File: config.mk
export PLATFORM = sky130hd
export DESIGN_NAME = weighted_random_select_with_aging_top
export DESIGN_NICKNAME = d
export VERILOG_FILES = /design/src/rtl/wrsa_pkg.sv /design/src/rtl/wrsa_ram.sv /design/src/rtl/weighted_random_select_with_aging_top.sv
export SDC_FILE = /design/constraint.sdc
export NUM_CORES = 1
export LEC_CHECK = 0
export BUFFER_PORTS_ARGS = -buffer_cell sky130_fd_sc_hd__buf_2
export CELL_PAD_IN_SITES_DETAIL_PLACEMENT = 1
export CELL_PAD_IN_SITES_GLOBAL_PLACEMENT = 1
export CORE_MARGIN = 2
export CORE_UTILIZATION = 48
export DETAILED_ROUTE_END_ITERATION = 7
export PLACE_DENSITY_LB_ADDON = 0.25
export SYNTH_ARGS = -nofsm -noshare
export SYNTH_HDL_FRONTEND = slang
export SYNTH_HIERARCHICAL = 1
export SYNTH_SLANG_ARGS = --single-unit
File: constraint.sdc
create_clock -name clk -period 7.62 [get_ports clk]
set_input_delay 1.905 -clock clk [delete_from_list [all_inputs] [get_ports clk]]
set_output_delay 1.905 -clock clk [all_outputs]
set_load 0.02 [all_outputs]
File: src/rtl/wrsa_pkg.sv
// package for the weighted random select with aging block
// constants for field widths, defaults and reset values; no dependencies
package wrsa_pkg;

  localparam int ENTRIES_DEF     = 16;
  localparam int WEIGHT_BITS_DEF = 24;
  localparam int WORD_BITS       = 32;
  localparam int STEP_BITS       = 16;
  localparam int OUT_BITS        = 4;

  localparam logic [STEP_BITS-1:0] AGING_RESET = 16'd1000;

  typedef logic [WORD_BITS-1:0] word_t;
  typedef logic [STEP_BITS-1:0] step_t;
  typedef logic [OUT_BITS-1:0]  index_out_t;

endpackage

File: src/rtl/wrsa_ram.sv
// generic simple dual-port ram, one write and one registered read per cycle
// no dependencies
module wrsa_ram #(
  parameter int WIDTH = 8,
  parameter int DEPTH = 16
) (
  input  logic                     clk,
  input  logic                     wr_en,
  input  logic [$clog2(DEPTH)-1:0] wr_addr,
  input  logic [WIDTH-1:0]         wr_data,
  input  logic [$clog2(DEPTH)-1:0] rd_addr,
  output logic [WIDTH-1:0]         rd_data
);

  logic [WIDTH-1:0] mem [DEPTH];

  always_ff @(posedge clk) begin
    if (wr_en) begin
      mem[wr_addr] <= wr_data;
    end
    rd_data <= mem[rd_addr];
  end

endmodule

File: src/rtl/weighted_random_select_with_aging_top.sv
// Weighted random select with aging: each transfer on the input channel
// brings a 32-bit random word; the block reduces it modulo the sum of all
// weights (kept in a running-total register), then walks the weight ram once,
// choosing the first entry whose prefix sum exceeds the remainder, writing 1
// back to it and adding aging_step (saturating) to every other entry. Each item
// passes through the bit-serial modulo unit, then the ram read-modify-write
// pass (one read per entry, each followed by its write-back, and a closing
// step), and then loads the output register. The next item can be taken in the
// cycle after the result is loaded, so a new item is never taken before the last
// one's result is loaded. Input is taken only while the block is idle; a finished
// result may wait in the output register while the next item is worked on, and
// a second finished result waits until the first one is taken. After reset the
// weights read as 1 through per-entry valid bits, so no clearing pass runs.
// Depends on wrsa_pkg and wrsa_ram.
module weighted_random_select_with_aging_top #(
  parameter int ENTRIES     = wrsa_pkg::ENTRIES_DEF,
  parameter int WEIGHT_BITS = wrsa_pkg::WEIGHT_BITS_DEF
) (
  input  logic                  clk,
  input  logic                  rst_n,
  input  logic                  in_valid,
  output logic                  in_stall,
  input  wrsa_pkg::word_t       in_random_word,
  output logic                  out_valid,
  input  logic                  out_stall,
  output wrsa_pkg::index_out_t  out_chosen_index,
  input  logic                  cfg_wr_en,
  input  wrsa_pkg::step_t       cfg_wr_data
);

  import wrsa_pkg::*;

  localparam int IDX_BITS = (ENTRIES > 1) ? $clog2(ENTRIES) : 1;
  localparam int CNT_BITS = $clog2(ENTRIES + 1);
  localparam int SUM_BITS = WEIGHT_BITS + IDX_BITS;
  localparam int GW       = ((WEIGHT_BITS > STEP_BITS) ? WEIGHT_BITS : STEP_BITS) + 1;
  localparam int BIT_BITS = $clog2(WORD_BITS);

  localparam logic [1:0] ST_IDLE = 2'd0;
  localparam logic [1:0] ST_DIV  = 2'd1;
  localparam logic [1:0] ST_SCAN = 2'd2;
  localparam logic [1:0] ST_DONE = 2'd3;

  localparam logic [WEIGHT_BITS-1:0] WMAX = {WEIGHT_BITS{1'b1}};

  logic [1:0]             state_r, state_nxt;
  step_t                  step_r;
  logic [SUM_BITS-1:0]    total_r, total_nxt;
  logic [SUM_BITS-1:0]    rem_r, rem_nxt;
  word_t                  word_r, word_nxt;
  logic [BIT_BITS-1:0]    bit_r, bit_nxt;
  logic [CNT_BITS-1:0]    cnt_r, cnt_nxt;
  logic                   rv_r, rv_nxt;
  logic                   vb_r, vb_nxt;
  logic [IDX_BITS-1:0]    wa_r, wa_nxt;
  logic [SUM_BITS-1:0]    prefix_r, prefix_nxt;
  logic [SUM_BITS-1:0]    sum_r, sum_nxt;
  logic                   found_r, found_nxt;
  logic [IDX_BITS-1:0]    pick_r, pick_nxt;
  logic [ENTRIES-1:0]     valid_r, valid_nxt;
  logic                   out_valid_r, out_valid_nxt;
  index_out_t             out_idx_r, out_idx_nxt;

  logic [SUM_BITS:0]      trial;
  logic [IDX_BITS-1:0]    rd_addr;
  logic [WEIGHT_BITS-1:0] rd_data;
  logic [WEIGHT_BITS-1:0] w_cur;
  logic [GW-1:0]          grown;
  logic [WEIGHT_BITS-1:0] w_aged;
  logic [WEIGHT_BITS-1:0] w_new;
  logic                   is_pick;
  logic                   wr_en;

  assign in_stall         = (state_r != ST_IDLE);
  assign out_valid        = out_valid_r;
  assign out_chosen_index = out_idx_r;

  assign rd_addr = cnt_r[IDX_BITS-1:0];
  assign trial   = {rem_r, word_r[WORD_BITS-1]};
  assign w_cur   = vb_r ? rd_data : WEIGHT_BITS'(1);
  assign grown   = GW'(w_cur) + GW'(step_r);
  assign w_aged  = (grown > GW'(WMAX)) ? WMAX : grown[WEIGHT_BITS-1:0];
  assign is_pick = !found_r && ((prefix_r + SUM_BITS'(w_cur)) > rem_r);
  assign w_new   = is_pick ? WEIGHT_BITS'(1) : w_aged;
  assign wr_en   = rv_r;

  wrsa_ram #(
    .WIDTH (WEIGHT_BITS),
    .DEPTH (ENTRIES)
  ) u_weight_ram (
    .clk     (clk),
    .wr_en   (wr_en),
    .wr_addr (wa_r),
    .wr_data (w_new),
    .rd_addr (rd_addr),
    .rd_data (rd_data)
  );

  always_comb begin
    state_nxt     = state_r;
    total_nxt     = total_r;
    rem_nxt       = rem_r;
    word_nxt      = word_r;
    bit_nxt       = bit_r;
    cnt_nxt       = cnt_r;
    rv_nxt        = 1'b0;
    vb_nxt        = vb_r;
    wa_nxt        = wa_r;
    prefix_nxt    = prefix_r;
    sum_nxt       = sum_r;
    found_nxt     = found_r;
    pick_nxt      = pick_r;
    valid_nxt     = valid_r;
    out_valid_nxt = out_valid_r;
    out_idx_nxt   = out_idx_r;

    if (out_valid_r && !out_stall) begin
      out_valid_nxt = 1'b0;
    end

    case (state_r)
      ST_IDLE: begin
        if (in_valid) begin
          word_nxt  = in_random_word;
          rem_nxt   = '0;
          bit_nxt   = '0;
          state_nxt = ST_DIV;
        end
      end
      ST_DIV: begin
        if (trial >= {1'b0, total_r}) begin
          rem_nxt = SUM_BITS'(trial - {1'b0, total_r});
        end else begin
          rem_nxt = trial[SUM_BITS-1:0];
        end
        word_nxt = word_r << 1;
        bit_nxt  = bit_r + 1'b1;
        if (bit_r == BIT_BITS'(WORD_BITS - 1)) begin
          cnt_nxt    = '0;
          prefix_nxt = '0;
          sum_nxt    = '0;
          found_nxt  = 1'b0;
          pick_nxt   = '0;
          state_nxt  = ST_SCAN;
        end
      end
      ST_SCAN: begin
        if (cnt_r < CNT_BITS'(ENTRIES)) begin
          rv_nxt  = 1'b1;
          wa_nxt  = rd_addr;
          vb_nxt  = valid_r[rd_addr];
          cnt_nxt = cnt_r + 1'b1;
        end
        if (rv_r) begin
          prefix_nxt     = prefix_r + SUM_BITS'(w_cur);
          sum_nxt        = sum_r + SUM_BITS'(w_new);
          valid_nxt[wa_r] = 1'b1;
          if (is_pick) begin
            found_nxt = 1'b1;
            pick_nxt  = wa_r;
          end
        end
        if ((cnt_r == CNT_BITS'(ENTRIES)) && !rv_r) begin
          state_nxt = ST_DONE;
        end
      end
      ST_DONE: begin
        if (!out_valid_r || !out_stall) begin
          out_valid_nxt = 1'b1;
          out_idx_nxt   = OUT_BITS'(pick_r);
          total_nxt     = sum_r;
          state_nxt     = ST_IDLE;
        end
      end
      default: begin
        state_nxt = ST_IDLE;
      end
    endcase
  end

  always_ff @(posedge clk) begin
    if (!rst_n) begin
      state_r     <= ST_IDLE;
      step_r      <= AGING_RESET;
      total_r     <= SUM_BITS'(ENTRIES);
      rv_r        <= 1'b0;
      found_r     <= 1'b0;
      valid_r     <= '0;
      out_valid_r <= 1'b0;
      cnt_r       <= '0;
      bit_r       <= '0;
    end else begin
      state_r     <= state_nxt;
      total_r     <= total_nxt;
      rv_r        <= rv_nxt;
      found_r     <= found_nxt;
      valid_r     <= valid_nxt;
      out_valid_r <= out_valid_nxt;
      cnt_r       <= cnt_nxt;
      bit_r       <= bit_nxt;
      if (cfg_wr_en) begin
        step_r <= cfg_wr_data;
      end
    end
  end

  always_ff @(posedge clk) begin
    rem_r     <= rem_nxt;
    word_r    <= word_nxt;
    vb_r      <= vb_nxt;
    wa_r      <= wa_nxt;
    prefix_r  <= prefix_nxt;
    sum_r     <= sum_nxt;
    pick_r    <= pick_nxt;
    out_idx_r <= out_idx_nxt;
  end

`ifndef SYNTHESIS
  a_total_floor: assert property (@(posedge clk) disable iff (!rst_n)
    total_r >= SUM_BITS'(ENTRIES))
    else $error("weight total below entry count");

  a_accept_div: assert property (@(posedge clk) disable iff (!rst_n)
    (in_valid && !in_stall) |=> (state_r == ST_DIV))
    else $error("accepted transfer did not start the modulo");

  a_rem_range: assert property (@(posedge clk) disable iff (!rst_n)
    (state_r == ST_SCAN) |-> (rem_r < total_r))
    else $error("remainder not below weight total");

  a_pick_found: assert property (@(posedge clk) disable iff (!rst_n)
    (state_r == ST_DONE) |-> found_r)
    else $error("pass ended without a chosen entry");
`endif

endmodule

==> results.ini <==
[run_status]
status = finished clean

[placed_design]
dp_hpwl_mm = 49.1
gp_congestion = 0.875
io_buffers = 58

[sta]
hold_violations = 0
worst_pin_slew_ps = 1140
maxSlewHeadroom = 0.236
max_freq_ghz = 0.136
drv_slew = 0
fin_tns_setup_ps = 0
whs_ps = 431
setup_viol = 0
fin_crit_sh = 0.963
period_needed_ps = 7340
clock_skew_ps = 25.5

[routing]
drtPass1Iterations = 5
drcViolationCount = 0
viasPerCell = 5.97
wl_mm = 76.1
drtIter0Drc = 1211
detail-route-antenna-nets = 0
post_drt_wl_per_cell_um = 24.2
num_vias = 18700

[global_route]
overflow = 0
globalRouteTotalUtil = 0.242
grt_pass1_wl_mm = 117
grtUsageMet2 = 0.407
grt_max_degree = 76
met3_usage = 0.0328
top_usage_layer = met2
grt_pass1_vias = 19900
antenna_found_initial = 1
use_met1 = 0.327

[pwr]
switching_share = 0.365
p_int_uw = 8690
p_per_area_nw_per_um2 = 410
peakVddDrop_mv = 0.248
netSwitchingPower_uw = 4990
total_leakage_power_uw = 0.0119
pwr-share-clk = 0.233
comb_power_share = 0.399
sequentialPowerShare = 0.368

[yosys]
netlist_instances = 2192
synth-edff-count = 513
synth_area_leader_cell = edfxtp_1
synth-simple-area-share = 0.0911
ys_seq_area_frac = 0.591
synth_ff_type = edfxtp_1
synthMuxAreaShare = 0.103
yosys_warnings = 6
synth_top_area_share = 0.524
synthAdderAreaFrac = 0.0525
synth_area_per_cell_um2 = 13.4
async_reset_ff_frac = 0
ys_seq_elements = 612
synth-compound-area-share = 0.104
synth_xor_area_frac = 0.0289
synthTopCellsByArea = edfxtp_1 (52%), mux4_2 (7.7%), dfxtp_1 (6.7%)
syn-num-nets = 2360
synth_top_family_by_area = compound AO/OA/AOI/OAI gates
synth.distinct_cells = 88
synth_area_um2 = 29400

[layout]
layout.nets = 2470
drive_gt1_frac = 0.194
area_growth_syn_to_layout_pct = 13.4
n_antenna_cell = 0
utilization = 0.552

[critical_path]
path_class = reg2reg
critPathMaxFanout = 7
end_kind = register
critical-path-max-stage-delay_ps = 500
cp-start-kind = register
r2r-end = sum_r[26]$_SDFFCE_PN0P_
rr_worst_depth = 34
worstPathArrival_ps = 7710
r2r_slack_ps = 280
critPathSlowestCell = edfxtp_1
required_ps = 7990
r2r-start = vb_r$_DFFE_PP_

[floorplanning]
placementRows = 90
core_area_um2 = 60500
start_util = 0.486
die_height_um = 252
num_io_pins = 59
die_w_um = 252
dieArea_um2 = 63300

[clocking]
cts_buffers = 69
clkSlewWorstSetupHoldPaths_ps = 60
hold_buffers = 0
clk_latency_ps = 620
cts.sinks = 612
cts-root-buf = clkbuf_16
clockBufferDepth = 3
cts_tree = yes
htreeDepth = 3

[min_path]
worstHoldEndpoint = out_chosen_index[2]$_DFFE_PP_
min_from = pick_r[2]$_SDFFCE_PN0P_
hold_depth = 0
hold_path.class = reg2reg

[job]
cap_violations = 0

worst max-delay path, delay by kind of cell, from the launching register on:
family,cells,cell delay [ps]
and+or+nand+nor,11,1760
AOI/OAI and AO/OA,15,3090
xor gates and xnor gates,1,110
buffers and inverters,3,420
adders and majority gates,4,1190
DFF,1,500
kinds of logic (layout without fill, tap and decap cells):
kind of cell             Yosys count  in the layout
adder cells (fa/ha/maj)          123            123
buffers and inverters            200            365
multiplexers                     174            174
XOR/XNOR                          97             97
AO/OA/AOI/OAI                    445            445
AND/OR/NAND/NOR                  541            541
flip-flops                       612            612
worst max path at each step:
stage	to	cells past startpoint	startpoint	slack, ps
3_3_place_gp	sum_r[26]$_SDFFCE_PN0P_	33	vb_r$_DFFE_PP_	130
5_1_grt	sum_r[26]$_SDFFCE_PN0P_	34	vb_r$_DFFE_PP_	-120
6_report	sum_r[26]$_SDFFCE_PN0P_	34	vb_r$_DFFE_PP_	280
3_5_place_dp	sum_r[25]$_SDFFCE_PN0P_	33	vb_r$_DFFE_PP_	-80
2_1_floorplan	sum_r[25]$_SDFFCE_PN0P_	36	vb_r$_DFFE_PP_	8
4_1_cts	sum_r[26]$_SDFFCE_PN0P_	33	vb_r$_DFFE_PP_	30
sequential cells by signal, summed over array words and instances, names as in the netlist:
register / flops
out_valid: 1
u_weight_ram/rd_data: 24
sum_r: 28
bit_r: 5
total_r: 28
cnt_r: 5
found_r: 1
out_chosen_index: 4
rem_r: 28
u_weight_ram/mem: 384
vb_r: 1
wa_r: 4
state_r: 2
prefix_r: 28
valid_r: 16
step_r: 16
word_r: 32
rv_r: 1
pick_r: 4
layout make-up:
type / instances / area (um2)
multi-input cells: 1380 / 11500
clock inverters: 20 / 203
flip-flops and latches: 612 / 17400
well taps: 782 / 978
inverters: 96 / 360
clock buffers: 106 / 1970
fillers: 5933 / 27100
repair buffers: 143 / 980
cell usage after synthesis (all sizes together) (4+ instances only):
| master | instances |
|---|---|
| a211oi | 15 |
| a21boi | 39 |
| a21o | 45 |
| a21oi | 106 |
| a22oi | 56 |
| a311oi | 4 |
| a31oi | 8 |
| a32oi | 4 |
| a41oi | 4 |
| and2 | 76 |
| and3 | 12 |
| buf | 37 |
| clkbuf | 67 |
| dfxtp | 99 |
| edfxtp | 513 |
| ha | 112 |
| inv | 96 |
| maj3 | 8 |
| mux2 | 31 |
| mux2i | 42 |
| mux4 | 101 |
| nand2 | 167 |
| nand2b | 29 |
| nand3 | 38 |
| nand4 | 16 |
| nor2 | 105 |
| nor2b | 41 |
| nor3 | 21 |
| nor3b | 6 |
| nor4 | 6 |
| o2111ai | 4 |
| o211a | 4 |
| o211ai | 5 |
| o21a | 34 |
| o21ai | 65 |
| o21bai | 6 |
| o221ai | 4 |
| o22ai | 6 |
| o31ai | 10 |
| o41ai | 4 |
| or2 | 6 |
| or3 | 4 |
| xnor2 | 67 |
| xor2 | 30 |
metal layers:
metal  routed length (um)  part of all wire
met3                 3550             0.047
met4                 2060             0.027
met5                    0                 0
met2                37300              0.49
met1                33200              0.44
power groups by stage:
stage	registers, uW	logic (uW)	clock network [uW]
6_report	5040	5460	3190
5_1_grt	5090	6070	3370
4_1_cts	5030	5200	3260
3_5_place_dp	5100	5140	0
3_3_place_gp	5090	4890	0
2_1_floorplan	4920	3680	0
through the flow:
step	power, uW	std cells	area (um2)	setup slack (ps)
finish	13700	3139	33400	282
global route	14500	3139	33400	-124
CTS	13500	3126	33100	27.0
detailed placement	10200	2996	30900	-77.4
global placement	9980	2996	30900	133
floorplan	8600	2192	29400	8.47
placed cells by master, fill, tap and decap left out, types with 81 or more instances in the layout:
cell        n
edfxtp_1  513
nand2_1   166
ha_1      106
mux4_2    101
dfxtp_1    97
a21oi_1    95
inv_1      93
nor2_1     90
buf_4      81
repair_timing:
item                                    4_1_cts  5_1_grt
endpoints found under the setup margin        3       13
pin swaps                                     1       16
resized for setup                             3       33
setup buffers                                 4       11
gates cloned                                  0        2
Note: power is estimated with default switching activity, not from simulation.
